**config.mk**
```make
export PLATFORM = sky130hd
export DESIGN_NAME = battery_scaled_pid_with_yaw_trim
export DESIGN_NICKNAME = d
export VERILOG_FILES = /design/src/hw/rtl/bspid_pkg.sv /design/src/hw/rtl/battery_scaled_pid_with_yaw_trim.sv
export SDC_FILE = /design/constraint.sdc
export NUM_CORES = 2
export LEC_CHECK = 0
export BUFFER_PORTS_ARGS = -buffer_cell sky130_fd_sc_hd__buf_2
export CAP_MARGIN = 30
export CORE_ASPECT_RATIO = 1.4
export CORE_MARGIN = 1.5
export CORE_UTILIZATION = 60
export DETAILED_ROUTE_END_ITERATION = 6
export PLACE_DENSITY = 0.75
export SLEW_MARGIN = 0
export SYNTH_ARGS = -nofsm -noshare
export SYNTH_HDL_FRONTEND = slang
export SYNTH_SLANG_ARGS = --single-unit
```
**constraint.sdc**
```tcl
create_clock -name i_clk -period 16.4 [get_ports i_clk]
set_input_delay 1.64 -clock i_clk [delete_from_list [all_inputs] [get_ports i_clk]]
set_output_delay 1.64 -clock i_clk [all_outputs]
set_load 0.03 [all_outputs]
```
**src/hw/rtl/bspid_pkg.sv**
```systemverilog
// Shared types, constants and the control program of the steering PID sequencer.
// Used by battery_scaled_pid_with_yaw_trim; depends on nothing else.
`timescale 1ns / 1ps
`default_nettype none

package bspid_pkg;

    // Program counter width and fixed entry points of the control program.
    localparam int UPC_W = 4;
    localparam logic [UPC_W-1:0] PC_ERR  = UPC_W'(0);
    localparam logic [UPC_W-1:0] PC_SUM  = UPC_W'(4);
    localparam logic [UPC_W-1:0] PC_EMIT = UPC_W'(12);
    localparam logic [UPC_W-1:0] PC_TICK = UPC_W'(13);

    // Reciprocals for division by five (inputs below 2^31, shift 34)
    // and by twenty-five (inputs below 2^31, shift 36).
    localparam logic [31:0] DIV5_RECIP  = 32'd3435973837;
    localparam logic [31:0] DIV25_RECIP = 32'd2748779070;

    // Heading limits in centidegrees.
    localparam logic signed [15:0] SHARP_LIMIT = 16'sd300;
    localparam logic signed [17:0] WRAP_HALF   = 18'sd18000;
    localparam logic signed [17:0] WRAP_FULL   = 18'sd36000;
    localparam logic signed [17:0] S16_MAX     = 18'sd32767;
    localparam logic signed [17:0] S16_MIN     = -18'sd32768;

    // Base speeds.
    localparam logic [7:0] SPEED_SLOW = 8'd120;
    localparam logic [7:0] SPEED_FAST = 8'd150;

    // Register reset values.
    localparam logic [15:0] FACTOR_RESET   = 16'd3654;
    localparam logic [9:0]  INTERVAL_RESET = 10'd100;

    // Configuration register indexes.
    typedef enum logic [2:0] {
        REG_KP,
        REG_KI,
        REG_KD,
        REG_TARGET,
        REG_FACTOR,
        REG_INTERVAL
    } t_reg_idx;

    // Operand pair fed to the shared multiplier.
    typedef enum logic [3:0] {
        MUL_NONE,
        MUL_KP_E,
        MUL_P_M5,
        MUL_KI_SUM,
        MUL_KD_DERIV,
        MUL_CNT_FAC,
        MUL_HI_VF,
        MUL_LO_VF,
        MUL_DH_M25
    } t_mul_sel;

    // Datapath operation of one step.
    typedef enum logic [3:0] {
        ALU_NOP,
        ALU_ERR_UPD,
        ALU_P_LOAD,
        ALU_DIV5_FIX,
        ALU_ACC_P,
        ALU_ACC_ADD,
        ALU_SMAG,
        ALU_ACC_HI,
        ALU_ACC_LO,
        ALU_TRIM,
        ALU_TICK,
        ALU_EMIT
    } t_alu_op;

    // Sequencing of the step counter.
    typedef enum logic [1:0] {
        JMP_NEXT,
        JMP_ALWAYS,
        JMP_IF_CALM,
        JMP_DONE
    } t_jump;

    typedef struct packed {
        t_mul_sel         mul;
        t_alu_op          alu;
        t_jump            jump;
        logic [UPC_W-1:0] target;
    } t_uword;

    // Control program. A compute word starts at PC_ERR, a tick at PC_TICK.
    function automatic t_uword ucode_rom(input logic [UPC_W-1:0] addr);
        t_uword w;
        begin
            w = '{mul: MUL_NONE, alu: ALU_EMIT, jump: JMP_DONE, target: PC_EMIT};
            case (addr)
                4'd0:  w = '{MUL_KP_E,     ALU_ERR_UPD,  JMP_NEXT,    PC_EMIT};
                4'd1:  w = '{MUL_NONE,     ALU_P_LOAD,   JMP_IF_CALM, PC_SUM};
                4'd2:  w = '{MUL_P_M5,     ALU_NOP,      JMP_NEXT,    PC_EMIT};
                4'd3:  w = '{MUL_NONE,     ALU_DIV5_FIX, JMP_NEXT,    PC_EMIT};
                4'd4:  w = '{MUL_KI_SUM,   ALU_ACC_P,    JMP_NEXT,    PC_EMIT};
                4'd5:  w = '{MUL_KD_DERIV, ALU_ACC_ADD,  JMP_NEXT,    PC_EMIT};
                4'd6:  w = '{MUL_CNT_FAC,  ALU_ACC_ADD,  JMP_NEXT,    PC_EMIT};
                4'd7:  w = '{MUL_NONE,     ALU_SMAG,     JMP_NEXT,    PC_EMIT};
                4'd8:  w = '{MUL_HI_VF,    ALU_NOP,      JMP_NEXT,    PC_EMIT};
                4'd9:  w = '{MUL_LO_VF,    ALU_ACC_HI,   JMP_NEXT,    PC_EMIT};
                4'd10: w = '{MUL_DH_M25,   ALU_ACC_LO,   JMP_NEXT,    PC_EMIT};
                4'd11: w = '{MUL_NONE,     ALU_TRIM,     JMP_NEXT,    PC_EMIT};
                4'd12: w = '{MUL_NONE,     ALU_EMIT,     JMP_DONE,    PC_EMIT};
                4'd13: w = '{MUL_NONE,     ALU_TICK,     JMP_ALWAYS,  PC_EMIT};
                default: w = '{MUL_NONE,   ALU_EMIT,     JMP_DONE,    PC_EMIT};
            endcase
            return w;
        end
    endfunction

    // Integer part of 3*b/5 for a remainder b of 0..4.
    function automatic logic [1:0] div5_frac(input logic [2:0] rem);
        logic [1:0] f;
        begin
            case (rem)
                3'd2, 3'd3: f = 2'd1;
                3'd4:       f = 2'd2;
                default:    f = 2'd0;
            endcase
            return f;
        end
    endfunction

endpackage

`default_nettype wire

```
**src/hw/rtl/battery_scaled_pid_with_yaw_trim.sv**
```systemverilog
// Battery-scaled PID steering controller with yaw trim: top level; depends on bspid_pkg.
// A tick word runs the tick step and the emit step; a compute word runs the PID steps,
// with the divide-by-five cut added on a sharp turn. A new word is taken the cycle after
// a result is emitted; emission waits while the result register is full and not taken.
// The control program steps one shared 33x33 multiplier through its products.
// Synchronous active-low reset restores register defaults and clears all PID state.
`timescale 1ns / 1ps
`default_nettype none

module battery_scaled_pid_with_yaw_trim
    import bspid_pkg::*;
(
    input  wire logic               i_clk,
    input  wire logic               i_rst_n,
    // Input word channel.
    input  wire logic               i_valid,
    output logic                    o_ready,
    input  wire logic               i_operation,
    input  wire logic signed [15:0] i_line_error,
    input  wire logic signed [15:0] i_heading_now,
    input  wire logic        [11:0] i_battery_count,
    // Result word channel.
    output logic                    o_valid,
    input  wire logic               i_ready,
    output logic signed      [15:0] o_correction,
    output logic             [7:0]  o_base_speed,
    output logic signed      [15:0] o_yaw_change,
    // Configuration port.
    input  wire logic               psel,
    input  wire logic               penable,
    input  wire logic               pwrite,
    input  wire logic        [4:0]  paddr,
    input  wire logic        [31:0] pwdata,
    output logic             [31:0] prdata,
    output logic                    pready
);

    // Configuration registers.
    logic        [15:0] r_kp;
    logic        [15:0] r_ki;
    logic        [15:0] r_kd;
    logic signed [15:0] r_target;
    logic        [15:0] r_factor;
    logic        [9:0]  r_interval;

    // Controller state.
    logic signed [31:0] r_error_sum;
    logic signed [15:0] r_prev_error;
    logic signed [15:0] r_prev_heading;
    logic signed [15:0] r_heading_change;
    logic        [9:0]  r_ms_count;

    // Sequencer.
    logic               r_busy, n_busy;
    logic [UPC_W-1:0]   r_pc, n_pc;
    t_uword             uw;
    logic               in_fire, stall, emit_fire, calm;

    // Latched input word and datapath registers.
    logic signed [15:0] r_err;
    logic signed [15:0] r_now;
    logic        [11:0] r_count;
    logic signed [16:0] r_deriv;
    logic signed [32:0] r_p;
    logic signed [65:0] r_prod;
    logic signed [63:0] r_acc;
    logic               r_sneg;
    logic        [49:0] r_smag;
    logic        [27:0] r_vf;

    // Output register.
    logic               r_out_valid, n_out_valid;
    logic signed [15:0] r_corr;
    logic        [7:0]  r_speed;
    logic signed [15:0] r_yaw;

    // Configuration writes and reads; the port never waits.
    t_reg_idx cfg_idx;
    logic     cfg_wr;

    assign pready  = 1'b1;
    assign cfg_idx = t_reg_idx'(paddr[4:2]);
    assign cfg_wr  = psel && penable && pwrite && pready;

    always_ff @(posedge i_clk) begin
        if (!i_rst_n) begin
            r_kp       <= '0;
            r_ki       <= '0;
            r_kd       <= '0;
            r_target   <= '0;
            r_factor   <= FACTOR_RESET;
            r_interval <= INTERVAL_RESET;
        end else if (cfg_wr) begin
            unique case (cfg_idx)
                REG_KP:       r_kp       <= pwdata[15:0];
                REG_KI:       r_ki       <= pwdata[15:0];
                REG_KD:       r_kd       <= pwdata[15:0];
                REG_TARGET:   r_target   <= pwdata[15:0];
                REG_FACTOR:   r_factor   <= pwdata[15:0];
                REG_INTERVAL: r_interval <= pwdata[9:0];
                default: ;
            endcase
        end
    end

    always_comb begin
        unique case (cfg_idx)
            REG_KP:       prdata = {16'd0, r_kp};
            REG_KI:       prdata = {16'd0, r_ki};
            REG_KD:       prdata = {16'd0, r_kd};
            REG_TARGET:   prdata = {{16{r_target[15]}}, r_target};
            REG_FACTOR:   prdata = {16'd0, r_factor};
            REG_INTERVAL: prdata = {22'd0, r_interval};
            default:      prdata = '0;
        endcase
    end

    // Handshake and step control.
    assign uw        = ucode_rom(r_pc);
    assign o_ready   = !r_busy;
    assign in_fire   = i_valid && o_ready;
    assign stall     = r_busy && (uw.alu == ALU_EMIT) && r_out_valid && !i_ready;
    assign emit_fire = r_busy && (uw.alu == ALU_EMIT) && !stall;
    assign calm      = (r_heading_change <= SHARP_LIMIT) && (r_heading_change >= -SHARP_LIMIT);

    // Next step of the program.
    always_comb begin
        n_busy = r_busy;
        n_pc   = r_pc;
        if (in_fire) begin
            n_busy = 1'b1;
            n_pc   = i_operation ? PC_ERR : PC_TICK;
        end else if (r_busy && !stall) begin
            unique case (uw.jump)
                JMP_NEXT:    n_pc = r_pc + UPC_W'(1);
                JMP_ALWAYS:  n_pc = uw.target;
                JMP_IF_CALM: n_pc = calm ? uw.target : r_pc + UPC_W'(1);
                JMP_DONE:    n_busy = 1'b0;
                default:     n_busy = 1'b0;
            endcase
        end
    end

    // Result register is free when empty or when its word is being taken.
    always_comb begin
        if (emit_fire) begin
            n_out_valid = 1'b1;
        end else if (i_ready) begin
            n_out_valid = 1'b0;
        end else begin
            n_out_valid = r_out_valid;
        end
    end

    always_ff @(posedge i_clk) begin
        if (!i_rst_n) begin
            r_busy      <= 1'b0;
            r_pc        <= PC_EMIT;
            r_out_valid <= 1'b0;
        end else begin
            r_busy      <= n_busy;
            r_pc        <= n_pc;
            r_out_valid <= n_out_valid;
        end
    end

    // Helper values for the datapath steps.
    logic signed [16:0] dh;
    logic        [16:0] dh_abs;
    logic signed [32:0] p_abs;
    logic        [29:0] q5;
    logic        [32:0] five_q;
    logic        [2:0]  rem5;
    logic        [31:0] three_q;
    logic signed [32:0] sum_wide;
    logic signed [31:0] sum_sat;
    logic signed [63:0] acc_abs;
    logic signed [63:0] scaled;
    logic signed [63:0] trim;
    logic        [10:0] ms_next;
    logic signed [17:0] yaw_d, yaw_w1, yaw_w2;
    logic signed [15:0] yaw_sat;
    logic        [47:0] tmag;
    logic signed [15:0] corr_sat;

    always_comb begin
        // Heading error for the trim term.
        dh     = {r_target[15], r_target} - {r_now[15], r_now};
        dh_abs = dh[16] ? 17'(-dh) : 17'(dh);

        // Sharp-turn cut: 3*|p|/5 as 3a + floor(3b/5) with |p| = 5a + b.
        p_abs   = r_p[32] ? -r_p : r_p;
        q5      = r_prod[63:34];
        five_q  = {1'b0, q5, 2'b00} + {3'b000, q5};
        rem5    = p_abs[2:0] - five_q[2:0];
        three_q = {1'b0, q5, 1'b0} + {2'b00, q5} + {30'd0, div5_frac(rem5)};

        // Integral with 32-bit saturation.
        sum_wide = {r_error_sum[31], r_error_sum} + {{17{r_err[15]}}, r_err};
        if (sum_wide[32] != sum_wide[31]) begin
            sum_sat = sum_wide[32] ? 32'sh8000_0000 : 32'sh7FFF_FFFF;
        end else begin
            sum_sat = sum_wide[31:0];
        end

        // Magnitude of the accumulator, and the signed sum of scaled PID and trim.
        acc_abs = r_acc[63] ? -r_acc : r_acc;
        scaled  = r_sneg ? -r_acc : r_acc;
        trim    = dh[16] ? -{37'd0, r_prod[62:36]} : {37'd0, r_prod[62:36]};

        // Yaw sampling with wrap into half a turn and 16-bit saturation.
        ms_next = {1'b0, r_ms_count} + 11'd1;
        yaw_d   = {{2{r_now[15]}}, r_now} - {{2{r_prev_heading[15]}}, r_prev_heading};
        yaw_w1  = (yaw_d > WRAP_HALF) ? yaw_d - WRAP_FULL : yaw_d;
        yaw_w2  = (yaw_w1 < -WRAP_HALF) ? yaw_w1 + WRAP_FULL : yaw_w1;
        if (yaw_w2 > S16_MAX) begin
            yaw_sat = 16'sh7FFF;
        end else if (yaw_w2 < S16_MIN) begin
            yaw_sat = 16'sh8000;
        end else begin
            yaw_sat = yaw_w2[15:0];
        end

        // Final correction: drop the fraction toward zero and saturate.
        tmag = acc_abs[63:16];
        if (r_acc[63]) begin
            corr_sat = (tmag > 48'd32768) ? 16'sh8000 : 16'(-tmag[15:0]);
        end else begin
            corr_sat = (tmag > 48'd32767) ? 16'sh7FFF : tmag[15:0];
        end
    end

    // Shared multiplier with operand selection from the control word.
    logic signed [32:0] mul_a, mul_b;

    always_comb begin
        mul_a = '0;
        mul_b = '0;
        case (uw.mul)
            MUL_KP_E: begin
                mul_a = {17'd0, r_kp};
                mul_b = {{17{r_err[15]}}, r_err};
            end
            MUL_P_M5: begin
                mul_a = {2'b00, p_abs[30:0]};
                mul_b = {1'b0, DIV5_RECIP};
            end
            MUL_KI_SUM: begin
                mul_a = {17'd0, r_ki};
                mul_b = {r_error_sum[31], r_error_sum};
            end
            MUL_KD_DERIV: begin
                mul_a = {17'd0, r_kd};
                mul_b = {{16{r_deriv[16]}}, r_deriv};
            end
            MUL_CNT_FAC: begin
                mul_a = {21'd0, r_count};
                mul_b = {17'd0, r_factor};
            end
            MUL_HI_VF: begin
                mul_a = {7'd0, r_smag[49:24]};
                mul_b = {5'd0, r_vf};
            end
            MUL_LO_VF: begin
                mul_a = {9'd0, r_smag[23:0]};
                mul_b = {5'd0, r_vf};
            end
            MUL_DH_M25: begin
                mul_a = {2'b00, dh_abs[15:0], 15'd0};
                mul_b = {1'b0, DIV25_RECIP};
            end
            default: ;
        endcase
    end

    // Product register.
    always_ff @(posedge i_clk) begin
        if (r_busy && (uw.mul != MUL_NONE)) begin
            r_prod <= mul_a * mul_b;
        end
    end

    // Input word latch.
    always_ff @(posedge i_clk) begin
        if (in_fire) begin
            r_err   <= i_line_error;
            r_now   <= i_heading_now;
            r_count <= i_battery_count;
        end
    end

    // Datapath steps that touch only working registers.
    always_ff @(posedge i_clk) begin
        if (r_busy) begin
            case (uw.alu)
                ALU_ERR_UPD:  r_deriv <= {r_err[15], r_err} - {r_prev_error[15], r_prev_error};
                ALU_P_LOAD:   r_p <= r_prod[32:0];
                ALU_DIV5_FIX: r_p <= r_p[32] ? -{1'b0, three_q} : {1'b0, three_q};
                ALU_ACC_P:    r_acc <= {{31{r_p[32]}}, r_p};
                ALU_ACC_ADD:  r_acc <= r_acc + r_prod[63:0];
                ALU_SMAG: begin
                    r_sneg <= r_acc[63];
                    r_smag <= acc_abs[49:0];
                    r_vf   <= r_prod[27:0];
                end
                ALU_ACC_HI:   r_acc <= r_prod[63:0];
                ALU_ACC_LO:   r_acc <= r_acc + {24'd0, r_prod[63:24]};
                ALU_TRIM:     r_acc <= scaled + trim;
                ALU_TICK:     r_acc <= '0;
                default: ;
            endcase
        end
    end

    // Controller state updates.
    always_ff @(posedge i_clk) begin
        if (!i_rst_n) begin
            r_error_sum      <= '0;
            r_prev_error     <= '0;
            r_prev_heading   <= '0;
            r_heading_change <= '0;
            r_ms_count       <= '0;
        end else if (r_busy) begin
            if (uw.alu == ALU_ERR_UPD) begin
                r_error_sum  <= sum_sat;
                r_prev_error <= r_err;
            end
            if (uw.alu == ALU_TICK) begin
                if (ms_next >= {1'b0, r_interval}) begin
                    r_heading_change <= yaw_sat;
                    r_prev_heading   <= r_now;
                    r_ms_count       <= '0;
                end else begin
                    r_ms_count <= ms_next[9:0];
                end
            end
        end
    end

    // Result word register; every field is held until the word is taken.
    always_ff @(posedge i_clk) begin
        if (emit_fire) begin
            r_corr  <= corr_sat;
            r_speed <= calm ? SPEED_FAST : SPEED_SLOW;
            r_yaw   <= r_heading_change;
        end
    end

    assign o_valid      = r_out_valid;
    assign o_correction = r_corr;
    assign o_yaw_change = r_yaw;
    assign o_base_speed = r_speed;

endmodule

`default_nettype wire
```
==> results.md <==
- The synthesized instance count is 8920.
- The sequential-to-total area share from yosys stat is 17.89%.
- The buffer levels on the longest clock path is 3.
- Clock latency on the worst-skew pair, taken at its later pin, is 710 ps.
- For this design, the CTS-stage hold fixing added 0 buffers.
- The first detailed-routing pass took 7 iterations.
- In the post-synthesis netlist, the biggest area contributors are fa_1 28%, edfxtp_1 13%, ha_1 8.2%.
- The worst hold path begins at r_prev_heading[5].
- Setup repair after global routing left no endpoint under its margin.
- The total global routing track utilization is 41.47%.
- The total count of hold-check failures in the final report is 0.
- The half-perimeter wire length after placement is 214.8 mm.
- For this run, asynchronously set or reset flops after synthesis account for 0%.
- The post-route antenna net violation count is 0.
- The sort of element at the end of the critical path is a flop.
- For this run, the leading register cell type out of synthesis is edfxtp_1.
- The detailed-route wire length per cell is 25.41 um.
- Yosys mapped a number of flops with a built-in enable equal to 335.
- The total clock buffers created by CTS is 61.
- At the end of routability-driven placement, the weighted congestion stood at 1.027.
- The initial core utilization is 60.57%.
- Data on the critical path arrives at its endpoint at 13600 ps.
- The number of filler cells placed in the layout is 11060.
- The launching element type of the critical path is a flop.
- The worst-case reg-to-reg path depth is 44.
- Counting distinct cell types in the post-synthesis netlist gives 129.
- The wire length on met1 is 94.30 mm.
- Including well taps, the total number of placed cells is 10590.
- For the worst setup path, the data required time is 16790 ps.
- The first global-routing pass estimated 410.8 mm of wire.
- The part of the cycle the worst path needs is 80.55%.
- After clock tree synthesis, the clock-pin slew on the worst setup and hold paths is 60 ps.
- The final layout contains routed wiring with a total length of 272.3 mm.
- Input and output buffers added on the ports amount to 142.
- The critical path in this run is classified as reg -> reg.
- For this run, design rule violations remaining after detail routing come to 9.
- The post-synthesis average cell area is 8.775 sq um.
- The die is 430.4 um tall.
- The maximum fanout along the worst path is 29.
- The Yosys step of the flow raised 0 warnings.
- The worst hold path depth is 2.
- The origin of the critical flop-to-flop path is r_now[0].
- For the pin with the worst max-slew slack, the measured transition is 1295 ps.
- Gates resized during post-CTS repair numbered 0.
- The flow ran to the end, but the final reports show violations.
- The combined flip-flop and latch cell area is 0.01400 sq mm.
- Wire segments on met2 add up to 125.9 mm in the final route.
- For flop-to-flop paths, the worst setup slack is 3190 ps.
- The horizontal extent of the die is 308.3 um.
- From synthesis to final layout, the design area changed by 6.685%.
- The cell with the largest stage delay on the worst path is a221oi_1.
- The floorplan step defined a die boundary enclosing 0.1327 sq mm.
- The initial DRC count is 6664.
- The number of global-route vias before repair is 68850.
- The proportion of netlist area held by the largest area contributor is 27.60%.
- The placement row count is 156.
- The wire length on met3 is 22.92 mm.
- The clock root buffer is clkbuf_16.
- The number of sinks handled by clock tree synthesis is 532.
- The CTS tree is done.
- The worst hold endpoint is r_prev_heading[5].
- The highest metal layer used by the detailed router is met5.
- The checks that failed: design-rule violations.
- The leading cell type in the layout, fill and taps excluded is inv_1.
- The number of post-CTS setup repair buffers is 0.
- Clock skew on the completed layout was measured at 47.16 ps.
- The worst hold path belongs to the class reg -> reg.
- The vias per cell is 6.269.
- The count of pins over their slew limit is 0.
- The total overflow reported by the global router is 0.
- After routing, the total negative slack on setup checks comes to 0 ps.
- The cell area that synthesis handed to floorplanning was 0.07827 sq mm.
- In the final layout, the multi-input gates occupy 0.05775 sq mm.
- The proportion of layout cells with a drive suffix above 1 is 6.845%.
- The routed layout has 67180 vias.
- The worst-case headroom to the max-slew limit is 13.69%.
- The number of failing setup endpoints in the final timing report is 0.
- The number of max-cap violations is 0.
- After the last flow step, the layout net total stands at 10600.
- The most frequent cell on the critical path is fa_1.
- The floorplan step defined a core boundary enclosing 0.1292 sq mm.
- Pin placement for this block handled 164 I/O pins.
- The H-tree was split into 2 levels.
- The finished layout holds 10720 standard cells, fillers aside.
- The register bit count reported by yosys is 532.
- The stage delay of the slowest cell on the critical path is 780 ps.
- The number of antenna violations at the first check in global routing is 12.
- The final critical delay including setup and external delays is 13210 ps.
- Entering global routing, the biggest net connects 92 pins.
- Leaving out fill and tap cells, the most frequent cells in the layout are 1384 x inv_1, 1226 x nand2_1, 1079 x fa_1, 551 x nor2_1, 512 x ha_1.
- The endpoint identified for the worst register-to-register timing path is r_prod[63].
- Timing would allow up to 75.70 MHz.
- The largest area contributor in the synthesized netlist is fa_1.
[registers in the layout (all words and copies together), names as in the netlist, 17 cells and up]
register and cells:
r_vf 28, r_error_sum 32, r_deriv 17, r_acc 64
r_prod 64, r_smag 50, r_p 33
[cells by family (layout without fill, tap and decap cells)]
| family | Yosys count | after routing | synth area share (%) |
|---|---|---|---|
| AOI/OAI and AO/OA | 1741 | 1741 | 14.79 |
| xor gates and xnor gates | 495 | 495 | 5.577 |
| adders and majority gates | 1619 | 1619 | 36.14 |
| buffers and inverters | 1838 | 1824 | 8.997 |
| DFF | 532 | 532 | 17.89 |
| muxes | 99 | 99 | 1.466 |
| other | 2 | 75 | 0.009595 |
| and+or+nand+nor | 2594 | 2594 | 15.13 |
[layout make-up]
cell class              instances  share of cell area [%]
flip-flops and latches        532                   16.77
multi-input cells            6614                   69.16
clock buffers                  69                   1.890
well taps                    1738                   2.604
repair buffers                320                   2.612
diodes                          9                 0.02697
inverters                    1388                   6.244
clock inverters                47                  0.6923
[cell usage after synthesis (all sizes together) (41+ instances only)]
| cell type | count |
|---|---|
| or3 | 61 |
| nor3 | 122 |
| a21o | 175 |
| dfxtp | 197 |
| o31ai | 50 |
| nor2b | 65 |
| a31oi | 63 |
| a221oi | 57 |
| a21oi | 501 |
| nand3 | 127 |
| nor2 | 557 |
| and3 | 63 |
| nand2 | 1226 |
| o21a | 48 |
| xor2 | 167 |
| inv | 1387 |
| mux2i | 49 |
| a22oi | 50 |
| nand4 | 41 |
| buf | 66 |
| mux2 | 42 |
| ha | 512 |
| and2 | 79 |
| fa | 1079 |
| clkbuf | 384 |
| o21ai | 360 |
| nand2b | 81 |
| xnor2 | 328 |
| a222oi | 41 |
| o211ai | 43 |
| edfxtp | 335 |
[metal layers]
layer / vias up / track usage [%]
li1: 29410 / -
met1: 33140 / 47.74
met2: 3450 / 67.03
met3: 1177 / 7.024
met4: 2 / 35.73
met5: - / 0
[worst max-delay path by stage]
stage | slack (ps) | cells after the start | startpoint | end
after floorplan | 5720 | 44 | r_now[2] | r_prod[63]
after global placement | 3540 | 42 | r_now[2] | r_prod[63]
after detailed placement | 3550 | 44 | r_now[0] | r_prod[63]
after CTS | 3420 | 44 | r_now[0] | r_prod[63]
after global routing | 2730 | 44 | r_now[0] | r_prod[63]
final | 3190 | 44 | r_now[0] | r_prod[63]
[per-stage QoR]
step / instance area [sq um] / util, % / setup slack, ps / hold slack (ps)
2_1_floorplan: 78510 / - / 5720 / 431.9
5_1_grt: 83490 / 64.61 / 2727 / 468.9
4_1_cts: 83380 / 64.53 / 3422 / 455.2
3_3_place_gp: 81080 / 62.75 / 3537 / 441.6
6_report: 83500 / 64.62 / 3189 / 454.4
3_5_place_dp: 81220 / 62.86 / 3547 / 446.7
[critical path, delay by kind of cell (launching register included)]
family	cells	cell delay, ps
adder cells (fa/ha/maj)	11	4840
AND/OR/NAND/NOR	5	1170
XOR/XNOR	1	140
AO/OA/AOI/OAI	20	5290
buffers and inverters	7	920
flip-flops	1	470
Power is not shown: default switching activity piles up to over one toggle a cycle in this logic, so the estimate is an artifact.
